[src/rtl/core/dnms_pkg.sv]
`default_nettype none

package dnms_pkg;

    localparam int AXES       = 3;
    localparam int COUNT_BITS = 16;
    localparam int LANE_BITS  = (AXES > 1) ? $clog2(AXES) : 1;
    localparam int DIV_STEPS  = 48;

    localparam logic [31:0] MASS_RST = 32'd65536;
    localparam logic [31:0] TIME_RST = 32'd65536;
    localparam logic [16:0] DAMP_RST = 17'd58982;

    typedef enum logic [2:0] {
        K_CLR_FORCE,
        K_ADD_FORCE,
        K_INTEGRATE,
        K_ACT_UP,
        K_ACT_DOWN,
        K_SET_PIN,
        K_LOAD_POS,
        K_NOP
    } t_kind;

    typedef enum logic [1:0] {
        CFG_MASS,
        CFG_TIME,
        CFG_DAMP
    } t_cfg_idx;

    typedef enum logic [2:0] {
        LOP_NONE,
        LOP_CLR_F,
        LOP_ADD_F,
        LOP_LOAD_P,
        LOP_CLR_V,
        LOP_INTEG
    } t_lane_op;

    typedef struct packed {
        t_lane_op op;
    } t_lane_ctl;

    typedef struct packed {
        logic [31:0] mass;
        logic [31:0] tstep;
        logic [31:0] half_tt;
        logic [16:0] damping;
    } t_coef;

    typedef enum logic [2:0] {
        T_IDLE,
        T_HTT,
        T_START,
        T_LANES,
        T_MERGE,
        T_OUT
    } t_top_st;

    typedef enum logic [2:0] {
        LS_IDLE,
        LS_ACC,
        LS_T1,
        LS_T2,
        LS_DISP,
        LS_QSTART,
        LS_Q,
        LS_VEL
    } t_lane_st;

    typedef enum logic [2:0] {
        M_IDLE,
        M_SQ,
        M_ACC,
        M_ROOT,
        M_MUL
    } t_merge_st;

    // magnitude of a signed 32-bit value (most negative maps to 2^31)
    function automatic logic [31:0] abs32(input logic signed [31:0] a);
        return a[31] ? (~a + 32'd1) : a;
    endfunction

    // sign + 48-bit magnitude to saturated signed 32
    function automatic logic signed [31:0] sat_mag(input logic neg, input logic [47:0] mag);
        logic [31:0] r;
        if (neg) begin
            if (mag > 48'h0000_8000_0000) r = 32'h8000_0000;
            else r = ~mag[31:0] + 32'd1;
        end else begin
            if (mag > 48'h0000_7FFF_FFFF) r = 32'h7FFF_FFFF;
            else r = mag[31:0];
        end
        return $signed(r);
    endfunction

    function automatic logic signed [31:0] sat_add(input logic signed [31:0] a,
                                                   input logic signed [31:0] b);
        logic signed [32:0] s;
        logic [31:0]        r;
        s = {a[31], a} + {b[31], b};
        if (s[32] != s[31]) r = s[32] ? 32'h8000_0000 : 32'h7FFF_FFFF;
        else r = s[31:0];
        return $signed(r);
    endfunction

endpackage

`default_nettype wire

[src/rtl/core/dnms_div.sv]
`default_nettype none

// (num << 16) / den, truncated, saturated; restoring, one bit per cycle
module dnms_div (
    input  wire logic               i_clk,
    input  wire logic               i_rst_n,
    input  wire logic               i_start,
    input  wire logic signed [31:0] i_num,
    input  wire logic        [31:0] i_den,
    output logic                    o_done,
    output logic signed [31:0]      o_quo
);

    logic        r_busy;
    logic        r_fin;
    logic        r_done;
    logic [5:0]  r_cnt;
    logic [31:0] r_rem;
    logic [47:0] r_quo;
    logic [31:0] r_den;
    logic        r_neg;
    logic signed [31:0] r_res;

    logic [32:0] rem_sh;
    logic [31:0] n_rem;
    logic [47:0] n_quo;
    logic        q_bit;

    always_comb begin
        rem_sh = {r_rem, r_quo[47]};
        if (rem_sh >= {1'b0, r_den}) begin
            q_bit = 1'b1;
            n_rem = 32'(rem_sh - {1'b0, r_den});
        end else begin
            q_bit = 1'b0;
            n_rem = rem_sh[31:0];
        end
        n_quo = {r_quo[46:0], q_bit};
    end

    always_ff @(posedge i_clk) begin
        if (!i_rst_n) begin
            r_busy <= 1'b0;
            r_fin  <= 1'b0;
            r_done <= 1'b0;
            r_cnt  <= '0;
        end else begin
            r_done <= 1'b0;
            r_fin  <= 1'b0;
            if (i_start) begin
                if (i_den == 32'd0) begin
                    r_done <= 1'b1;
                end else begin
                    r_busy <= 1'b1;
                    r_cnt  <= 6'(dnms_pkg::DIV_STEPS);
                end
            end else if (r_busy) begin
                r_cnt <= r_cnt - 6'd1;
                if (r_cnt == 6'd1) begin
                    r_busy <= 1'b0;
                    r_fin  <= 1'b1;
                end
            end else if (r_fin) begin
                r_done <= 1'b1;
            end
        end
    end

    always_ff @(posedge i_clk) begin
        if (i_start) begin
            r_neg <= i_num[31];
            r_den <= i_den;
            r_rem <= '0;
            r_quo <= {dnms_pkg::abs32(i_num), 16'd0};
            if (i_den == 32'd0) begin
                if (i_num == 32'sd0) r_res <= 32'sd0;
                else r_res <= i_num[31] ? 32'sh8000_0000 : 32'sh7FFF_FFFF;
            end
        end else if (r_busy) begin
            r_rem <= n_rem;
            r_quo <= n_quo;
        end else if (r_fin) begin
            r_res <= dnms_pkg::sat_mag(r_neg, r_quo);
        end
    end

    assign o_done = r_done;
    assign o_quo  = r_res;

endmodule

`default_nettype wire

[src/rtl/core/dnms_lane.sv]
`default_nettype none

// one axis: position, velocity, force sum and the integrate sequence
module dnms_lane (
    input  wire logic                i_clk,
    input  wire logic                i_rst_n,
    input  wire dnms_pkg::t_lane_ctl i_ctl,
    input  wire dnms_pkg::t_coef     i_coef,
    input  wire logic signed [31:0]  i_vec,
    output logic signed [31:0]       o_pos,
    output logic signed [31:0]       o_vel,
    output logic                     o_done
);

    dnms_pkg::t_lane_st r_state, n_state;

    logic signed [31:0] r_pos, r_vel, r_force;
    logic signed [31:0] r_acc, r_t1, r_t2, r_disp, r_q;
    logic               r_done;

    logic               div_start, div_done;
    logic signed [31:0] div_num, div_quo;
    logic        [31:0] div_den;

    logic signed [31:0] mul_a;
    logic        [31:0] mul_b;
    logic        [63:0] mul_prod;
    logic signed [31:0] mul_res;
    logic signed [31:0] disp_n;

    dnms_div u_div (
        .i_clk   (i_clk),
        .i_rst_n (i_rst_n),
        .i_start (div_start),
        .i_num   (div_num),
        .i_den   (div_den),
        .o_done  (div_done),
        .o_quo   (div_quo)
    );

    always_comb begin
        div_start = 1'b0;
        div_num   = r_disp;
        div_den   = i_coef.tstep;
        if (r_state == dnms_pkg::LS_IDLE) begin
            div_num   = r_force;
            div_den   = i_coef.mass;
            div_start = (i_ctl.op == dnms_pkg::LOP_INTEG);
        end else if (r_state == dnms_pkg::LS_QSTART) begin
            div_start = 1'b1;
        end
    end

    // single shared multiplier
    always_comb begin
        case (r_state)
            dnms_pkg::LS_T1: begin
                mul_a = r_vel;
                mul_b = i_coef.tstep;
            end
            dnms_pkg::LS_T2: begin
                mul_a = r_acc;
                mul_b = i_coef.half_tt;
            end
            default: begin
                mul_a = r_q;
                mul_b = {15'd0, i_coef.damping};
            end
        endcase
        mul_prod = dnms_pkg::abs32(mul_a) * mul_b;
        mul_res  = dnms_pkg::sat_mag(mul_a[31], mul_prod[63:16]);
        disp_n   = dnms_pkg::sat_add(r_t1, r_t2);
    end

    always_comb begin
        n_state = r_state;
        unique case (r_state)
            dnms_pkg::LS_IDLE:   if (i_ctl.op == dnms_pkg::LOP_INTEG) n_state = dnms_pkg::LS_ACC;
            dnms_pkg::LS_ACC:    if (div_done) n_state = dnms_pkg::LS_T1;
            dnms_pkg::LS_T1:     n_state = dnms_pkg::LS_T2;
            dnms_pkg::LS_T2:     n_state = dnms_pkg::LS_DISP;
            dnms_pkg::LS_DISP:   n_state = dnms_pkg::LS_QSTART;
            dnms_pkg::LS_QSTART: n_state = dnms_pkg::LS_Q;
            dnms_pkg::LS_Q:      if (div_done) n_state = dnms_pkg::LS_VEL;
            dnms_pkg::LS_VEL:    n_state = dnms_pkg::LS_IDLE;
            default:             n_state = dnms_pkg::LS_IDLE;
        endcase
    end

    always_ff @(posedge i_clk) begin
        if (!i_rst_n) begin
            r_state <= dnms_pkg::LS_IDLE;
            r_done  <= 1'b0;
        end else begin
            r_state <= n_state;
            r_done  <= (r_state == dnms_pkg::LS_VEL);
        end
    end

    always_ff @(posedge i_clk) begin
        if (!i_rst_n) begin
            r_pos   <= '0;
            r_vel   <= '0;
            r_force <= '0;
        end else begin
            case (i_ctl.op)
                dnms_pkg::LOP_CLR_F:  r_force <= '0;
                dnms_pkg::LOP_ADD_F:  r_force <= dnms_pkg::sat_add(r_force, i_vec);
                dnms_pkg::LOP_LOAD_P: r_pos   <= i_vec;
                dnms_pkg::LOP_CLR_V:  r_vel   <= '0;
                default: ;
            endcase
            if (r_state == dnms_pkg::LS_DISP) r_pos <= dnms_pkg::sat_add(r_pos, disp_n);
            if (r_state == dnms_pkg::LS_VEL)  r_vel <= mul_res;
        end
    end

    always_ff @(posedge i_clk) begin
        case (r_state)
            dnms_pkg::LS_ACC:  if (div_done) r_acc <= div_quo;
            dnms_pkg::LS_T1:   r_t1 <= mul_res;
            dnms_pkg::LS_T2:   r_t2 <= mul_res;
            dnms_pkg::LS_DISP: r_disp <= disp_n;
            dnms_pkg::LS_Q:    if (div_done) r_q <= div_quo;
            default: ;
        endcase
    end

    assign o_pos  = r_pos;
    assign o_vel  = r_vel;
    assign o_done = r_done;

endmodule

`default_nettype wire

[config.mk]
export PLATFORM = sky130hd
export DESIGN_NAME = dnms_lane
export DESIGN_NICKNAME = d
export VERILOG_FILES = /design/src/rtl/core/dnms_pkg.sv /design/src/rtl/core/dnms_div.sv /design/src/rtl/core/dnms_lane.sv
export SDC_FILE = /design/constraint.sdc
export NUM_CORES = 2
export LEC_CHECK = 0
export ABC_CLOCK_PERIOD_IN_PS = 13960
export BUFFER_PORTS_ARGS = -buffer_cell sky130_fd_sc_hd__buf_4
export CORE_ASPECT_RATIO = 2
export CORE_UTILIZATION = 60
export CTS_CLUSTER_DIAMETER = 50
export DETAILED_ROUTE_END_ITERATION = 8
export PLACE_DENSITY = 0.78
export SKIP_LAST_GASP = 1
export SLEW_MARGIN = 15
export SYNTH_ARGS = -nofsm -noshare
export SYNTH_HDL_FRONTEND = slang
export SYNTH_SLANG_ARGS = --single-unit
[constraint.sdc]
create_clock -name i_clk -period 13.96 [get_ports i_clk]
set_input_delay 1.396 -clock i_clk [delete_from_list [all_inputs] [get_ports i_clk]]
set_output_delay 1.396 -clock i_clk [all_outputs]
set_load 0.01 [all_outputs]
==> results.json <==
{
  "status": "complete, no violations",
  "arrival_ns": 13.97,
  "seq_area_frac_synth_pct": 18.19,
  "grt_setup_unrepaired": "no",
  "path_clk_slew_ns": 0.08,
  "fin_ws_ns": 0.4996,
  "syn-cell-area_sq_um": 59700,
  "drc": 0,
  "cts_resized": 0,
  "worstHoldPathType": "flop to flop",
  "critPathRequiredTime_ns": 14.47,
  "seqPwrFrac_pct": 10.5,
  "critPathSlowestCell": "xor2_1",
  "worstSetupPathType": "flop to flop",
  "synth-edff-count": 257,
  "layout_commonest_cell": "inv_1",
  "grt_pass1_vias": 55560,
  "hp-start": "u_div.o_quo[14]",
  "die_x_um": 225.0,
  "worst_pin_slew_ns": 1.307,
  "period_needed_ns": 13.46,
  "ir_drop_mv": 0.4635,
  "cts_setup_buffers": 0,
  "antenna_found_initial": 16,
  "dp_cells": 8225,
  "post-route-period-util_pct": 96.42,
  "syn-num-nets": 8317,
  "finalSetupViolCount": 0,
  "holdPathStages": 0,
  "dp_slack_ns": 0.7637,
  "io_buffers": 214,
  "slew_headroom_pct": 11.98,
  "finalSetupTns_ns": 0,
  "fin_skew_ns": 0.02108,
  "row_count": 163,
  "core-area_sq_um": 98710,
  "largest_reg_flops": 48,
  "cts_hold_buf": 0,
  "area_growth_pct": 7.698,
  "p_clk_share_pct": 5.6,
  "cts_made_buffers": 30,
  "final-instance-count-excl-fill": 8298,
  "switching_share_pct": 59.65,
  "yosysWarningCount": 0,
  "post_drt_wl_per_cell_um": 27.38,
  "start_kind": "flop",
  "start_util_pct": 60.48,
  "crit-reg2reg-launch": "r_state[1]",
  "ys_seq_elements": 414,
  "vias_per_cell": 6.378,
  "worstSkewPairLatency_ns": 0.63,
  "routed_wl_um": 227200,
  "synth-simple-area-share_pct": 16.33,
  "drtPass1Iterations": 9,
  "layout-drive-gt1-share_pct": 7.723,
  "initialDrtViolationCount": 4285,
  "fillCellCount": 8418,
  "synth.top_cell.area_share_pct": 30.15,
  "ys.flop_type": "edfxtp_1",
  "regToRegSetupSlack_ns": 0.50,
  "switchingPower_mw": 10.08,
  "p_comb_share_pct": 83.9,
  "io_pins": 215,
  "synth.area.top_cells": "fa_1 30%, edfxtp_1 13%, ha_1 8.3%",
  "synth-compound-area-share_pct": 12.37,
  "drv_slew": 0,
  "nNetsFinal": 8386,
  "grt_max_degree": 82,
  "pwr_density_cell_nw_per_um2": 262.8,
  "synth-adder-area-share_pct": 38.44,
  "endpoint_kind": "flop",
  "post-dp-hpwl_um": 185600,
  "avgSynthCellArea_sq_um": 8.686,
  "max_cap_violations": 0,
  "async_reset_ff_share_pct": 0,
  "max_flop_register": "u_div.r_quo",
  "synth.mux.area_fraction_pct": 2.689,
  "rr_endpoint": "o_vel[30]",
  "worstHoldEndpoint": "r_q[14]",
  "cp_max_fo": 43,
  "synth_xor_area_share_pct": 3.404,
  "gp_congestion": 1.090,
  "clk_path_buf_depth": 3,
  "synth_top_family_by_area": "adder cells",
  "synth_cells": 6873,
  "grt_usage_pct": 46.23,
  "slowest_delay_ns": 0.73,
  "reg2reg_depth": 38,
  "postRouteAntennaNets": 0,
  "yosysTopAreaCell": "fa_1",
  "final-hold-violation-count": 0,
  "die-area_sq_um": 100800,
  "final_cell_mix": "1013 x inv_1, 909 x nand2_1, 899 x fa_1",
  "fp.dieH_um": 448.1,
  "cts-htree-levels": 1,
  "power.leakage_nw": 30.12,
  "cts_tree": "done",
  "max_freq_ghz": 0.07429,
  "cts-root-buf": "clkbuf_16",
  "grt_first_pass_wirelength_um": 337500,
  "cts.sinks": 414,
  "p_int_mw": 6.818,
  "vias": 52930,
  "synth_cell_types": 102,
  "overflow": 0,
  "crit_top_cell": "fa_1"
}
## worst max-delay path: cells and delay by family (launching register included)
kind            cells  cell delay (ns)
xor+xnor            1             0.73
simple gates       11             2.79
fa+ha+maj          10             4.90
compound gates      9             2.78
mux                 2             0.76
flops               1             0.66
buf+inv             5             0.71
## per-layer routing
layer,vias up,routed length [um],track usage (%)
met5,-,137,0
met4,16,33090,52.37
met3,1532,21750,13.47
met2,3239,108200,77.43
met1,25610,64040,41.92
li1,22530,-,-
## cells in the mapped netlist, types with 13 or more instances
cell type	instances
inv_1	1014
nand2_1	909
fa_1	899
nor2_1	774
ha_1	395
o21ai_0	383
a21oi_1	299
clkbuf_1	295
edfxtp_1	257
dfxtp_1	157
mux2i_1	142
xnor2_1	120
nand3_1	117
xor2_1	112
a21o_1	99
nor3_1	95
o21a_1	55
or3_1	54
a211oi_1	42
nand4_1	37
nor4_1	37
a31oi_1	34
o21bai_1	34
and3_1	32
nand2b_1	31
nor3b_1	28
and2_1	27
o21ai_1	25
nor2b_1	24
buf_1	20
o31ai_1	20
a22oi_1	18
and4_1	17
a22o_1	16
buf_2	13
o211ai_1	13
## cells by family after synthesis
logic type	after synthesis
compound gates	1189
xor+xnor	232
fa+ha+maj	1295
buf+inv	1351
flops	414
mux	156
simple gates	2236
## how the worst max path moves through the flow
stage / start / to / slack (ns) / depth (start not counted)
4_1_cts: r_state[0] / o_vel[26] / 0.72 / 37
3_3_place_gp: r_state[0] / o_vel[2] / 0.92 / 37
2_1_floorplan: r_state[2] / r_t1[31] / 2.21 / 46
5_1_grt: r_state[1] / r_t2[26] / 0.02 / 41
3_5_place_dp: r_state[1] / o_vel[17] / 0.76 / 35
6_report: r_state[1] / o_vel[30] / 0.50 / 38
## cell type report
| type | count | area, sq um | area share (%) |
|---|---|---|---|
| tap | 1320 | 1652 | 2.569 |
| clock buffer | 32 | 768.2 | 1.195 |
| antenna | 12 | 30.03 | 0.04671 |
| clock inverter | 24 | 239.0 | 0.3717 |
| multi-input combinational | 5108 | 44080 | 68.57 |
| timing repair buffer | 369 | 2828 | 4.398 |
| sequential | 414 | 10870 | 16.90 |
| inverter | 1019 | 3827 | 5.953 |
## through the flow
| stage | util, % | hold slack (ns) | total power [mW] | instance area, sq um |
|---|---|---|---|---|
| final | 65.13 | 0.4483 | 16.90 | 64290 |
| after CTS | 64.96 | 0.4502 | 16.46 | 64120 |
| after global routing | 65.11 | 0.4546 | 17.97 | 64270 |
| after floorplan | - | 0.4215 | 10.78 | 59700 |
| after global placement | 63.93 | 0.4262 | 15.29 | 63110 |
| after detailed placement | 63.94 | 0.4316 | 15.42 | 63110 |
## power groups by stage
| stage | combinational, mW | clock (mW) | sequential, mW |
|---|---|---|---|
| final | 14.2 | 0.941 | 1.78 |
| after floorplan | 9.00 | 0 | 1.78 |
| after global routing | 15.2 | 0.981 | 1.79 |
| after CTS | 13.7 | 0.946 | 1.78 |
| after global placement | 13.5 | 0 | 1.80 |
| after detailed placement | 13.6 | 0 | 1.80 |
(Power assumes the default switching activity.)
